`config.mk`:
```
export PLATFORM = sky130hd
export DESIGN_NAME = fixed_block_free_list_allocator_top
export DESIGN_NICKNAME = d
export VERILOG_FILES = /design/src/rtl/core/fbfl_pkg.sv /design/src/rtl/core/fbfl_ram.sv /design/src/rtl/core/fbfl_div.sv /design/src/rtl/core/fbfl_ctrl.sv /design/src/rtl/core/fbfl_dp.sv /design/src/rtl/core/fixed_block_free_list_allocator_top.sv
export SDC_FILE = /design/constraint.sdc
export NUM_CORES = 2
export LEC_CHECK = 0
export BUFFER_PORTS_ARGS = -buffer_cell sky130_fd_sc_hd__buf_2
export CORE_MARGIN = 2
export CORE_UTILIZATION = 45
export CTS_CLUSTER_DIAMETER = 50
export DETAILED_ROUTE_END_ITERATION = 8
export PLACE_DENSITY_LB_ADDON = 0.12
export SYNTH_ARGS = -nofsm -noshare
export SYNTH_HDL_FRONTEND = slang
export SYNTH_SLANG_ARGS = --single-unit
```
`constraint.sdc`:
```
create_clock -name aclk -period 14.4 [get_ports aclk]
set_clock_uncertainty 0.15 [all_clocks]
set_input_delay 1.44 -clock aclk [delete_from_list [all_inputs] [get_ports aclk]]
set_output_delay 1.44 -clock aclk [all_outputs]
set_load 0.02 [all_outputs]
```
`src/rtl/core/fbfl_pkg.sv`:
```
`timescale 1ns / 1ps

package fbfl_pkg;

    // fixed field widths
    localparam int OFFSET_BITS = 24;
    localparam int SIZE_BITS   = 16;
    localparam int COUNT_BITS  = 8;
    localparam int PADDR_BITS  = 3;
    localparam int PDATA_BITS  = 32;
    localparam int STEP_BITS   = $clog2(OFFSET_BITS);

    // register index, taken from paddr above the byte lanes
    localparam logic REG_BLOCK_SIZE  = 1'b0;
    localparam logic REG_BLOCK_COUNT = 1'b1;

    typedef enum logic [1:0] {
        OP_ALLOC  = 2'd0,
        OP_FREE   = 2'd1,
        OP_REINIT = 2'd2,
        OP_NOP    = 2'd3
    } op_t;

    typedef enum logic [1:0] {
        STAT_OK       = 2'd0,
        STAT_NO_FREE  = 2'd1,
        STAT_OUTSIDE  = 2'd2,
        STAT_ALL_FREE = 2'd3
    } status_t;

    typedef struct packed {
        op_t                    operation;
        logic [OFFSET_BITS-1:0] byte_offset;
    } in_item_t;

    typedef struct packed {
        status_t                status;
        logic [COUNT_BITS-1:0]  block_index;
        logic [OFFSET_BITS-1:0] block_offset;
        logic [COUNT_BITS-1:0]  free_blocks;
    } out_item_t;

    typedef enum logic [2:0] {
        S_IDLE,
        S_DISPATCH,
        S_ALLOC_RD,
        S_ALLOC_UPD,
        S_FREE_DIV,
        S_FREE_UPD,
        S_INIT_RUN,
        S_SEND
    } state_t;

    // controller to datapath
    typedef struct packed {
        logic load_in;
        logic alloc_rd;
        logic alloc_upd;
        logic div_start;
        logic free_upd;
        logic init_step;
        logic res_plain;
        logic send;
    } ctrl_cmd_t;

    // datapath to controller
    typedef struct packed {
        op_t  op;
        logic total_zero;
        logic div_done;
        logic init_last;
        logic out_free;
    } dp_stat_t;

endpackage

```
`src/rtl/core/fbfl_ram.sv`:
```
`timescale 1ns / 1ps

module fbfl_ram #(
    parameter int WIDTH = 8,
    parameter int DEPTH = 255
) (
    input  logic                     aclk,
    input  logic                     wr_en,
    input  logic [$clog2(DEPTH)-1:0] wr_addr,
    input  logic [WIDTH-1:0]         wr_data,
    input  logic                     rd_en,
    input  logic [$clog2(DEPTH)-1:0] rd_addr,
    output logic [WIDTH-1:0]         rd_data
);

    logic [WIDTH-1:0] mem [DEPTH];
    logic [WIDTH-1:0] rd_data_reg;

    // one write port, one registered read port
    always_ff @(posedge aclk) begin
        if (wr_en) begin
            mem[wr_addr] <= wr_data;
        end
        if (rd_en) begin
            rd_data_reg <= mem[rd_addr];
        end
    end

    assign rd_data = rd_data_reg;

endmodule

```
`src/rtl/core/fbfl_div.sv`:
```
`timescale 1ns / 1ps

module fbfl_div
    import fbfl_pkg::*;
(
    input  logic                   aclk,
    input  logic                   aresetn,
    input  logic                   start,
    input  logic [OFFSET_BITS-1:0] dividend,
    input  logic [SIZE_BITS-1:0]   divisor,
    output logic                   done,
    output logic [OFFSET_BITS-1:0] quotient,
    output logic [SIZE_BITS-1:0]   remainder
);

    logic [OFFSET_BITS-1:0] quo_reg, quo_next;
    logic [SIZE_BITS-1:0]   rem_reg, rem_next;
    logic [SIZE_BITS-1:0]   dsr_reg, dsr_next;
    logic [STEP_BITS-1:0]   step_reg, step_next;
    logic                   busy_reg, busy_next;
    logic                   done_reg, done_next;
    logic [SIZE_BITS+1:0]   trial;
    logic                   fits;

    // one restoring step: shift in the next dividend bit and try the divisor
    assign trial = {1'b0, rem_reg, quo_reg[OFFSET_BITS-1]} - {2'b00, dsr_reg};
    assign fits  = ~trial[SIZE_BITS+1];

    always_comb begin
        quo_next  = quo_reg;
        rem_next  = rem_reg;
        dsr_next  = dsr_reg;
        step_next = step_reg;
        busy_next = busy_reg;
        done_next = done_reg;
        if (start) begin
            quo_next  = dividend;
            rem_next  = '0;
            dsr_next  = divisor;
            step_next = '0;
            busy_next = 1'b1;
            done_next = 1'b0;
        end else if (busy_reg) begin
            quo_next  = {quo_reg[OFFSET_BITS-2:0], fits};
            rem_next  = fits ? trial[SIZE_BITS-1:0]
                             : {rem_reg[SIZE_BITS-2:0], quo_reg[OFFSET_BITS-1]};
            step_next = step_reg + 1'b1;
            if (step_reg == STEP_BITS'(OFFSET_BITS - 1)) begin
                busy_next = 1'b0;
                done_next = 1'b1;
            end
        end
    end

    always_ff @(posedge aclk) begin
        if (!aresetn) begin
            busy_reg <= 1'b0;
            done_reg <= 1'b0;
        end else begin
            busy_reg <= busy_next;
            done_reg <= done_next;
        end
    end

    always_ff @(posedge aclk) begin
        quo_reg  <= quo_next;
        rem_reg  <= rem_next;
        dsr_reg  <= dsr_next;
        step_reg <= step_next;
    end

    assign done      = done_reg;
    assign quotient  = quo_reg;
    assign remainder = rem_reg;

endmodule

```
`src/rtl/core/fbfl_ctrl.sv`:
```
`timescale 1ns / 1ps

module fbfl_ctrl
    import fbfl_pkg::*;
(
    input  logic      aclk,
    input  logic      aresetn,
    input  logic      s_valid,
    output logic      s_ready,
    input  dp_stat_t  stat,
    output ctrl_cmd_t cmd
);

    state_t state_reg, state_next;

    // next state
    always_comb begin
        state_next = state_reg;
        case (state_reg)
            S_IDLE: begin
                if (s_valid) begin
                    state_next = S_DISPATCH;
                end
            end
            S_DISPATCH: begin
                case (stat.op)
                    OP_ALLOC:  state_next = stat.total_zero ? S_SEND : S_ALLOC_RD;
                    OP_FREE:   state_next = S_FREE_DIV;
                    OP_REINIT: state_next = S_INIT_RUN;
                    default:   state_next = S_SEND;
                endcase
            end
            S_ALLOC_RD:  state_next = S_ALLOC_UPD;
            S_ALLOC_UPD: state_next = S_SEND;
            S_FREE_DIV: begin
                if (stat.div_done) begin
                    state_next = S_FREE_UPD;
                end
            end
            S_FREE_UPD: state_next = S_SEND;
            S_INIT_RUN: begin
                if (stat.init_last) begin
                    state_next = S_SEND;
                end
            end
            S_SEND: begin
                if (stat.out_free) begin
                    state_next = S_IDLE;
                end
            end
            default: state_next = S_IDLE;
        endcase
    end

    // outputs
    always_comb begin
        cmd     = '0;
        s_ready = 1'b0;
        case (state_reg)
            S_IDLE: begin
                s_ready     = 1'b1;
                cmd.load_in = s_valid;
            end
            S_DISPATCH: begin
                case (stat.op)
                    OP_ALLOC: begin
                        cmd.res_plain = stat.total_zero;
                        cmd.alloc_rd  = ~stat.total_zero;
                    end
                    OP_FREE:   cmd.div_start = 1'b1;
                    OP_REINIT: cmd.init_step = 1'b0;
                    default:   cmd.res_plain = 1'b1;
                endcase
            end
            S_ALLOC_RD:  cmd.alloc_rd  = 1'b1;
            S_ALLOC_UPD: cmd.alloc_upd = 1'b1;
            S_FREE_DIV:  cmd.div_start = 1'b0;
            S_FREE_UPD:  cmd.free_upd  = 1'b1;
            S_INIT_RUN: begin
                cmd.init_step = 1'b1;
                cmd.res_plain = stat.init_last;
            end
            S_SEND: cmd.send = stat.out_free;
            default: cmd = '0;
        endcase
    end

    always_ff @(posedge aclk) begin
        if (!aresetn) begin
            state_reg <= S_IDLE;
        end else begin
            state_reg <= state_next;
        end
    end

endmodule

```
`src/rtl/core/fbfl_dp.sv`:
```
`timescale 1ns / 1ps

module fbfl_dp
    import fbfl_pkg::*;
#(
    parameter int MAX_BLOCKS = 255
) (
    input  logic                  aclk,
    input  logic                  aresetn,
    input  in_item_t              s_item,
    output out_item_t             m_item,
    output logic                  m_valid,
    input  logic                  m_ready,
    input  logic [SIZE_BITS-1:0]  block_size,
    input  logic [COUNT_BITS-1:0] block_count,
    input  ctrl_cmd_t             cmd,
    output dp_stat_t              stat
);

    localparam int AW = $clog2(MAX_BLOCKS);

    op_t                    op_reg;
    logic [OFFSET_BITS-1:0] off_reg;
    logic [COUNT_BITS-1:0]  head_reg, head_next;
    logic [COUNT_BITS-1:0]  total_reg, total_next;
    logic [COUNT_BITS-1:0]  cnt_reg;
    logic [OFFSET_BITS-1:0] prod_reg;
    status_t                res_status_reg;
    logic [COUNT_BITS-1:0]  res_idx_reg;
    logic [OFFSET_BITS-1:0] res_boff_reg;
    logic                   m_valid_reg, m_valid_next;
    out_item_t              m_item_reg;

    logic [SIZE_BITS-1:0]   eff_size;
    logic [COUNT_BITS-1:0]  eff_count;
    logic                   div_done;
    logic [OFFSET_BITS-1:0] quo;
    logic [SIZE_BITS-1:0]   rem;
    logic                   q_outside;
    logic                   all_free;
    logic                   head_in_store;
    logic                   init_wr;
    logic                   push;
    logic                   ram_wr_en;
    logic [AW-1:0]          ram_wr_addr;
    logic [COUNT_BITS-1:0]  ram_wr_data;
    logic [COUNT_BITS-1:0]  ram_rd_data;

    // zero size acts as one, count is capped at the store depth
    assign eff_size  = (block_size == '0) ? SIZE_BITS'(1) : block_size;
    assign eff_count = (block_count > COUNT_BITS'(MAX_BLOCKS)) ? COUNT_BITS'(MAX_BLOCKS)
                                                               : block_count;

    fbfl_div u_div (
        .aclk      (aclk),
        .aresetn   (aresetn),
        .start     (cmd.div_start),
        .dividend  (off_reg),
        .divisor   (eff_size),
        .done      (div_done),
        .quotient  (quo),
        .remainder (rem)
    );

    // free checks: offset test first, then full list
    assign q_outside = (quo[OFFSET_BITS-1:COUNT_BITS] != '0) ||
                       (quo[COUNT_BITS-1:0] >= eff_count);
    assign all_free  = total_reg >= eff_count;
    assign push      = cmd.free_upd && !q_outside && !all_free;

    assign head_in_store = head_reg < COUNT_BITS'(MAX_BLOCKS);

    // link store write: reinit sweep or push on free
    assign init_wr     = cmd.init_step && (cnt_reg < eff_count);
    assign ram_wr_en   = init_wr || push;
    assign ram_wr_addr = push ? quo[AW-1:0] : cnt_reg[AW-1:0];
    assign ram_wr_data = push ? head_reg : cnt_reg + 1'b1;

    fbfl_ram #(
        .WIDTH (COUNT_BITS),
        .DEPTH (MAX_BLOCKS)
    ) u_links (
        .aclk    (aclk),
        .wr_en   (ram_wr_en),
        .wr_addr (ram_wr_addr),
        .wr_data (ram_wr_data),
        .rd_en   (cmd.alloc_rd && head_in_store),
        .rd_addr (head_in_store ? head_reg[AW-1:0] : '0),
        .rd_data (ram_rd_data)
    );

    // list head and free count
    always_comb begin
        head_next  = head_reg;
        total_next = total_reg;
        if (cmd.alloc_upd) begin
            head_next  = head_in_store ? ram_rd_data : '0;
            total_next = total_reg - 1'b1;
        end else if (push) begin
            head_next  = quo[COUNT_BITS-1:0];
            total_next = total_reg + 1'b1;
        end else if (cmd.init_step && cmd.res_plain) begin
            head_next  = '0;
            total_next = eff_count;
        end
    end

    // output register
    always_comb begin
        m_valid_next = m_valid_reg;
        if (cmd.send) begin
            m_valid_next = 1'b1;
        end else if (m_ready) begin
            m_valid_next = 1'b0;
        end
    end

    always_ff @(posedge aclk) begin
        if (!aresetn) begin
            head_reg    <= '0;
            total_reg   <= '0;
            m_valid_reg <= 1'b0;
        end else begin
            head_reg    <= head_next;
            total_reg   <= total_next;
            m_valid_reg <= m_valid_next;
        end
    end

    // item capture, sweep counter, product and result fields
    always_ff @(posedge aclk) begin
        if (cmd.load_in) begin
            op_reg  <= s_item.operation;
            off_reg <= s_item.byte_offset;
            cnt_reg <= '0;
        end else if (cmd.init_step) begin
            cnt_reg <= cnt_reg + 1'b1;
        end
        if (cmd.alloc_rd) begin
            prod_reg <= OFFSET_BITS'(head_reg) * OFFSET_BITS'(eff_size);
        end
        if (cmd.res_plain) begin
            res_status_reg <= (op_reg == OP_ALLOC) ? STAT_NO_FREE : STAT_OK;
            res_idx_reg    <= '0;
            res_boff_reg   <= '0;
        end else if (cmd.alloc_upd) begin
            res_status_reg <= STAT_OK;
            res_idx_reg    <= head_reg;
            res_boff_reg   <= prod_reg;
        end else if (cmd.free_upd) begin
            // quotient times size is the offset less its remainder
            res_status_reg <= q_outside ? STAT_OUTSIDE :
                              all_free  ? STAT_ALL_FREE : STAT_OK;
            res_idx_reg    <= push ? quo[COUNT_BITS-1:0] : '0;
            res_boff_reg   <= push ? off_reg - OFFSET_BITS'(rem) : '0;
        end
        if (cmd.send) begin
            m_item_reg.status       <= res_status_reg;
            m_item_reg.block_index  <= res_idx_reg;
            m_item_reg.block_offset <= res_boff_reg;
            m_item_reg.free_blocks  <= total_reg;
        end
    end

    assign m_valid = m_valid_reg;
    assign m_item  = m_item_reg;

    assign stat.op         = op_reg;
    assign stat.total_zero = total_reg == '0;
    assign stat.div_done   = div_done;
    assign stat.init_last  = ({1'b0, cnt_reg} + 1'b1) >= {1'b0, eff_count};
    assign stat.out_free   = !m_valid_reg || m_ready;

endmodule

```
`src/rtl/core/fixed_block_free_list_allocator_top.sv`:
```
`timescale 1ns / 1ps

// channel   | direction | handshake        | payload
// ----------+-----------+------------------+--------------------------------
// s_        | in        | s_valid/s_ready  | s_item  (in_item_t)
// m_        | out       | m_valid/m_ready  | m_item  (out_item_t)
// apb       | in        | psel/penable     | paddr, pwdata, prdata
//
// allocate reads the head from the link ram, then updates the head and free count
// free runs the restoring divider, one quotient bit per cycle
// reinitialise writes one link per cycle
// no clearing pass after reset; nothing is free until a reinitialise
// a new item is taken while the previous result waits in the output register

module fixed_block_free_list_allocator_top
    import fbfl_pkg::*;
#(
    parameter int MAX_BLOCKS = 255
) (
    input  logic                  aclk,
    input  logic                  aresetn,
    input  logic                  s_valid,
    output logic                  s_ready,
    input  in_item_t              s_item,
    output logic                  m_valid,
    input  logic                  m_ready,
    output out_item_t             m_item,
    input  logic                  psel,
    input  logic                  penable,
    input  logic                  pwrite,
    input  logic [PADDR_BITS-1:0] paddr,
    input  logic [PDATA_BITS-1:0] pwdata,
    output logic [PDATA_BITS-1:0] prdata,
    output logic                  pready
);

    logic [SIZE_BITS-1:0]  block_size_reg;
    logic [COUNT_BITS-1:0] block_count_reg;
    logic                  reg_sel;
    logic                  cfg_wr;
    ctrl_cmd_t             cmd;
    dp_stat_t              stat;

    // configuration registers
    assign reg_sel = paddr[PADDR_BITS-1];
    assign cfg_wr  = psel && penable && pwrite;
    assign pready  = 1'b1;

    always_ff @(posedge aclk) begin
        if (!aresetn) begin
            block_size_reg  <= SIZE_BITS'(1);
            block_count_reg <= COUNT_BITS'(255);
        end else if (cfg_wr) begin
            if (reg_sel == REG_BLOCK_SIZE) begin
                block_size_reg <= pwdata[SIZE_BITS-1:0];
            end else begin
                block_count_reg <= pwdata[COUNT_BITS-1:0];
            end
        end
    end

    assign prdata = (reg_sel == REG_BLOCK_COUNT) ? PDATA_BITS'(block_count_reg)
                                                 : PDATA_BITS'(block_size_reg);

    fbfl_ctrl u_ctrl (
        .aclk    (aclk),
        .aresetn (aresetn),
        .s_valid (s_valid),
        .s_ready (s_ready),
        .stat    (stat),
        .cmd     (cmd)
    );

    fbfl_dp #(
        .MAX_BLOCKS (MAX_BLOCKS)
    ) u_dp (
        .aclk        (aclk),
        .aresetn     (aresetn),
        .s_item      (s_item),
        .m_item      (m_item),
        .m_valid     (m_valid),
        .m_ready     (m_ready),
        .block_size  (block_size_reg),
        .block_count (block_count_reg),
        .cmd         (cmd),
        .stat        (stat)
    );

endmodule

```
# == After elaboration in Yosys (flattened, before gate mapping) ==
# Memories as Yosys holds them, arrays and structs flattened. A register that Yosys moved wholly into a read port is not among the register bits.
# Index checks and enable logic that the tools add are counted.
# Widths: inputs -> output; s select.
# totals
register_bits,241
latch_bits,0
ramBits,2040
romBits,0
in_bits,68
output_inout_bits,77
wordCells,139
memories,1
# op_classes
addsub,7
mul,1
div_mod_pow,0
order_cmp,6
n_eq_ne,14
n_shift,0
muxes,53
n_bitwise,4
n_reduce_logical,30
# memory_table
name,depth,width,rd,rd_ports_with_merged_regs,wr,line,rtl
u_dp.u_links.mem,255,8,1,1,1,fbfl_ram.sv:16,logic [WIDTH-1:0] mem [DEPTH];
# op_table
op,n
$mux 24,5
$mux 8,14
$mux 16,3
$mul 8x16->24,1
$sub 24x16->24,1
$pmux 3 s7,1
$sub 17x16->18,1
$add 8x1->8 const B,2
$ge 8x8->1,2
$logic_not 16->1,1
$mux 1,16
$reduce_bool 16->1,1
$mux 3,5
$eq 3x3->1 const B,4
$mux 2,5
$add 8x1->9 const B,1
$ge 9x8->1,1
$pmux 3 s3,1
$gt 8x8->1 const B,1
$logic_not 8->1,1
$lt 8x8->1,1
$lt 8x8->1 const B,1
$sub 8x1->8 const B,1
$logic_and 1x1->1,7
20 further kinds,38

# == Logic depth before layout (Yosys ltp) ==
# logic_depth
depth_word,10
depth_mapped,24
ltp_nobuf,21

# == Cells and area by module ==
# Synthesis repeated with hierarchy kept, for this count alone.
# unflattened
hier_cells,5601
area_unflattened_um2,97223.2
# by_module_without_submodules
module,instances,cells_each,area_each_um2,seq_area_each_um2
fbfl_ram,1,3910,80566.0,61499.0
fbfl_dp,1,1203,11659.9,3963.8
fbfl_div,1,301,3342.0,1661.6
fixed_block_free_list_allocator_top,1,142,1306.3,480.5
fbfl_ctrl,1,45,349.1,60.1

# == Worst setup path after synthesis ==
# OpenSTA, ideal clock, no wires.
# synth_timing
kind,register to register
from,"register u_dp.u_div.quo_reg[0], in the netlist u_dp.u_div.quotient[0]"
to,memory u_dp.u_links.mem[0][1] (data pin)
setup_time_ns,2.181
arrival_ns,12.269
t_required_ns,12.069
slack_ns,-0.200
path_stages_with_launch,11
path_buffers,1
period_less_slack_ns,14.600
cell_sequence,edfxtp_1 -> inv_1 -> ha_1 -> nand2b_1 -> a21o_1 -> a21oi_1 -> o211ai_1 -> a2111oi_2 -> nand3_1 -> clkbuf_1 -> o21ai_0
# synth_between
elab_chain_cells,6
# synth_lines
item,line,rtl
start: declaration,fbfl_div.sv:16,"logic [OFFSET_BITS-1:0] quo_reg, quo_next;"
start signal: assignment,fbfl_div.sv:66,quo_reg <= quo_next;
$ge 8x8->1,fbfl_dp.sv:67,(quo[COUNT_BITS-1:0] >= eff_count);
$logic_or 1x1->1,fbfl_dp.sv:66,assign q_outside = (quo[OFFSET_BITS-1:COUNT_BITS] != '0) ||
$logic_not 1->1,fbfl_dp.sv:69,assign push = cmd.free_upd && !q_outside && !all_free;
$logic_and 1x1->1 (2 in series),fbfl_dp.sv:69,
$mux 8,fbfl_dp.sv:77,assign ram_wr_data = push ? head_reg : cnt_reg + 1'b1;
via u_dp.ram_wr_data[1],fbfl_dp.sv:46,logic [COUNT_BITS-1:0] ram_wr_data;
end: declaration,fbfl_ram.sv:16,
# The timed path passes the listed nets, and every way through them passes these cells.

# == Worst setup path after layout ==
# layout_timing
from,register u_dp.head_reg[3]
to,"register u_dp.u_links.rd_data_reg[7], in the netlist u_dp.u_links.rd_data[7], read port of u_dp.u_links.mem (data pin)"
# layout_between
elab_chain_cells,2
elab_cells_between_ends,3
cone_classes,order compare (1); mux (1); reduce/logical (1)
# layout_lines
item,line,rtl
start: declaration,fbfl_dp.sv:24,"logic [COUNT_BITS-1:0] head_reg, head_next;"
start signal: assignment,fbfl_dp.sv:124,head_reg <= head_next;
$lt 8x8->1,fbfl_dp.sv:71,assign head_in_store = head_reg < COUNT_BITS'(MAX_BLOCKS);
$mux 8 or $logic_and 1x1->1 (tied branches),"fbfl_dp.sv:88, fbfl_dp.sv:87",
end: declaration,fbfl_ram.sv:17,logic [WIDTH-1:0] rd_data_reg;
# Parallel ways exist; a longest one is shown, timed or not.
# A chain may end at the register's enable or synchronous reset.

==> results summary <==
The boundary pin count came out at 145. The cell row count is 169. Clock latency on the worst-skew pair, taken at its later pin, is 940 ps.

In the global route stage, overall resource usage came out at 0.280. The critical path arrival is 7280 ps. The setup fix buffers added after clock tree synthesis is 0. The library cell used most frequently in the layout, excluding fill and tap cells, is sky130_fd_sc_hd__edfxtp_1. The total congestion overflow after global routing is 0. Clock-pin slew was measured on the worst setup and hold paths at 50 ps. The pin count of the biggest net entering global routing came out at 191.

The synthesized-area fraction occupied by ao, oa, aoi and oai cells is 0.122. Counting flops with an async set or reset pin after synthesis yields a share of 0. The quantity of I/O buffers inserted on ports is 109. The yosys synthesis warning count came out at 0. Relative to the synthesized area, the layout overhead comes to 12.5%.

The post-synthesis share of cell area spent on xor and xnor gates is 0.00564. In the final layout, the share of cells above drive strength 1 is 0.109. The worst max-slew margin expressed relative to the limit came out at 0.160. The clock sink count is 2,289. The measured slew at the worst slew-check pin is 1250 ps.

The number of max-capacitance violations reported came out at 0. Buffers inserted to repair hold after CTS numbered 0. Setup repair after global routing left no endpoint under its margin. The most used flip-flop cell after synthesis is sky130_fd_sc_hd__edfxtp_1. For this run, the register share of the synthesized area comes to 0.703. Setup violations remaining at the end of the flow were counted as 0. The CTS tree is done. The first routing iteration left 7,866 violations. The height of the die is 466 um.

In the layout the commonest cells are sky130_fd_sc_hd__edfxtp_1 (2,182), sky130_fd_sc_hd__nand2_1 (638), sky130_fd_sc_hd__nor2_1 (470). Of the available clock period, the critical path in the final layout requires 0.477. The placement-stage worst setup slack is 7750 ps. The mean cell area of the mapped netlist is 14.1 um^2. Setup slack closes at 7530 ps. The overall via count from detail_route came out at 61,800. The critical path is of the flip-flop to flip-flop type. The switching component of the power is 4550 uW. The post-synthesis instance total came out at 6,811. The remaining routing DRC violations came out at 0. Of the total synthesized cell area, the portion taken by full adders, half adders and majority gates is 0.0330. In this run the deepest clock path goes through 4 buffers. The mean routed wirelength per cell is 31.3 um.

The switching power share of the total came out at 0.273. The mux cell area share after synthesis came out at 0.0335. The maximum vdd ir drop is 0.172 mV. The flip-flop count of the largest register, all copies and words added came out at 2,040. The maximum frequency from static timing analysis is 146 MHz. The combinational fraction of design power came out at 0.143. The congestion estimate from routability-driven global placement came to 0.893. CTS placed an instance of sky130_fd_sc_hd__clkbuf_16 at the clock tree root. The share of total power dissipated in sequential elements is 0.462.

The routed wire length came out at 310,000 um. The number of global-route vias before repair came out at 58,500. The max-slew violation count is 0. The data required time at the worst endpoint came out at 14,810 ps.

By area, the combinational part of the netlist is dominated by compound AO/OA/AOI/OAI gates. The count of endpoints failing hold in the final timing report came out at 0. Of the total power, the clock network draws 0.395.

The first detailed-routing pass took 6 iterations. The die is 466 um wide. The initial cell density of the core came out at 0.453. The number of flops mapped to enable cells by yosys is 2,182. The worst path needs 6870 ps of the cycle, external delays included. The reported leakage power came out at 0.0358 uW.

The net total in the final layout is 7,137. The capturing element type of the critical path is a flip-flop. The core area came out at 212,000 um^2. The largest fanout of any net on the critical path came out at 92. The tightest min-delay check is of the flip-flop to flip-flop type. The first-pass GRT wire length is 437,000 um. The internal portion of total power came out at 12,100 uW.

The power density of the placed cells came out at 154 nW/um^2. After routing, the total negative slack on setup checks comes to 0 ps. The run finished with clean final reports. The half-perimeter wire length of the detailed placement result came out at 185,000 um.

The die footprint is 218,000 um^2. In this run, distinct cell masters in the synthesized netlist total 84. After synthesis the netlist holds a flip-flop and latch count of 2,289. The initial antenna violation count came out at 12. Gates resized during post-CTS repair numbered 0. The clock tree synthesis step divided the H-tree into 5 levels. The total CTS buffers is 280. The post-synthesis simple-gate area fraction came out at 0.0731. The combined area of all synthesized cells came out at 96,200 um^2. The worst setup path is launched from a flip-flop. The residual antenna-violating net count after detailed routing came out at 0.

The via density per instance is 6.26.
[stage by stage]
stage	instance area (um^2)	hold WS (ps)	power, uW	instances	utilization
floorplan	96300	250	9240	6826	-
global placement	99800	265	10100	9406	0.470
detailed placement	99800	257	10200	9406	0.470
CTS	108000	269	16700	9876	0.510
global route	108000	280	17100	9877	0.510
finish	108000	265	16700	9884	0.510
[worst max-delay path, stage by stage (launching register included)]
cell                       delay, ps
sky130_fd_sc_hd__dfxtp_1         860
sky130_fd_sc_hd__buf_4           400
sky130_fd_sc_hd__nand4_1         380
sky130_fd_sc_hd__o21ai_4         290
sky130_fd_sc_hd__buf_12          400
sky130_fd_sc_hd__buf_4           620
sky130_fd_sc_hd__buf_4           640
sky130_fd_sc_hd__o221ai_1        230
sky130_fd_sc_hd__a21o_1          210
sky130_fd_sc_hd__a311oi_1        850
sky130_fd_sc_hd__o211ai_1        180
sky130_fd_sc_hd__o21ai_0         190
sky130_fd_sc_hd__nor4bb_1        990
[logic make-up (layout without fill, tap and decap cells)]
group                      count (synthesis)  after routing
and+or+nand+nor                         1591           1591
AOI/OAI and AO/OA                       1659           1659
other                                      2             25
xor gates and xnor gates                  62             62
DFF                                     2289           2289
muxes                                    314            314
buffers and inverters                    692            921
adders and majority gates                202            202
[synthesized netlist by cell type, types with 13 or more instances]
| master | n | area share |
|---|---|---|
| sky130_fd_sc_hd__o41ai_1 | 14 | 0.0013 |
| sky130_fd_sc_hd__inv_1 | 176 | 0.0069 |
| sky130_fd_sc_hd__nor4_1 | 15 | 0.00098 |
| sky130_fd_sc_hd__and2_1 | 98 | 0.0064 |
| sky130_fd_sc_hd__nand2_2 | 13 | 0.00085 |
| sky130_fd_sc_hd__a31oi_1 | 213 | 0.014 |
| sky130_fd_sc_hd__nand4_1 | 35 | 0.0023 |
| sky130_fd_sc_hd__dfxtp_1 | 107 | 0.022 |
| sky130_fd_sc_hd__buf_1 | 72 | 0.0028 |
| sky130_fd_sc_hd__nor3_1 | 68 | 0.0035 |
| sky130_fd_sc_hd__a22oi_1 | 140 | 0.011 |
| sky130_fd_sc_hd__nand2b_1 | 40 | 0.0026 |
| sky130_fd_sc_hd__a21o_1 | 23 | 0.0018 |
| sky130_fd_sc_hd__buf_4 | 29 | 0.0023 |
| sky130_fd_sc_hd__nor2b_1 | 36 | 0.0023 |
| sky130_fd_sc_hd__nand2_1 | 642 | 0.025 |
| sky130_fd_sc_hd__and3_1 | 44 | 0.0029 |
| sky130_fd_sc_hd__mux2i_1 | 269 | 0.028 |
| sky130_fd_sc_hd__ha_1 | 116 | 0.015 |
| sky130_fd_sc_hd__nor2_1 | 477 | 0.019 |
| sky130_fd_sc_hd__a21oi_1 | 308 | 0.016 |
| sky130_fd_sc_hd__a222oi_1 | 16 | 0.0017 |
| sky130_fd_sc_hd__buf_2 | 112 | 0.0058 |
| sky130_fd_sc_hd__xor2_1 | 23 | 0.0021 |
| sky130_fd_sc_hd__o31ai_1 | 13 | 0.0010 |
| sky130_fd_sc_hd__fa_1 | 86 | 0.018 |
| sky130_fd_sc_hd__a311oi_1 | 18 | 0.0016 |
| sky130_fd_sc_hd__mux2_2 | 42 | 0.0049 |
| sky130_fd_sc_hd__o22a_1 | 49 | 0.0045 |
| sky130_fd_sc_hd__o22ai_1 | 85 | 0.0055 |
| sky130_fd_sc_hd__o21a_1 | 15 | 0.0012 |
| sky130_fd_sc_hd__a32oi_1 | 24 | 0.0022 |
| sky130_fd_sc_hd__a211oi_1 | 22 | 0.0017 |
| sky130_fd_sc_hd__o21ai_0 | 179 | 0.0093 |
| sky130_fd_sc_hd__clkbuf_1 | 292 | 0.011 |
| sky130_fd_sc_hd__o211ai_1 | 26 | 0.0020 |
| sky130_fd_sc_hd__edfxtp_1 | 2182 | 0.68 |
| sky130_fd_sc_hd__o221ai_1 | 386 | 0.035 |
| sky130_fd_sc_hd__xnor2_1 | 39 | 0.0035 |
| sky130_fd_sc_hd__a21boi_0 | 27 | 0.0021 |
| sky130_fd_sc_hd__nand3_1 | 74 | 0.0038 |
[area by class of cell]
class                           count  area (um^2)
Clock inverter                    129         1050
Antenna cell                        8         20.0
Tap cell                         2821         3530
Inverter                          179          682
Sequential cell                  2289        67700
Multi-Input combinational cell   3845        26000
Fill cell                       18000       104000
Timing Repair Buffer              272         1910
Clock buffer                      341         7380
[power by group through the flow]
stage               clock [uW]  combinational (uW)  sequential [uW]
floorplan                    0                1460             7780
global placement             0                2310             7830
detailed placement           0                2340             7830
CTS                       6650                2350             7690
global route              6910                2530             7700
finish                    6580                2380             7700
[layer usage]
metal  global-route usage  wire, um  share of wire  vias up
met5                    0        65        0.00021        -
met4               0.0845      9250          0.030        8
met3               0.0671     28900          0.093      516
met2                0.420    139000           0.45     2906
met1                0.403    132000           0.43    31900
li1                     -         -              -    26500
[final timing paths]
check | start | endpoint | cells past startpoint | slack, ps
max | u_dp.head_reg[3] | u_dp.u_links.rd_data[7] | 12 | 7530
min | u_dp.res_idx_reg[4] | u_dp.m_item[36] | 0 | 270
max reg2reg | u_dp.head_reg[3] | u_dp.u_links.rd_data[7] | 12 | 7530
min reg2reg | u_dp.res_idx_reg[4] | u_dp.m_item[36] | 0 | 270
No activity file was read; power rests on OpenSTA's default activity.
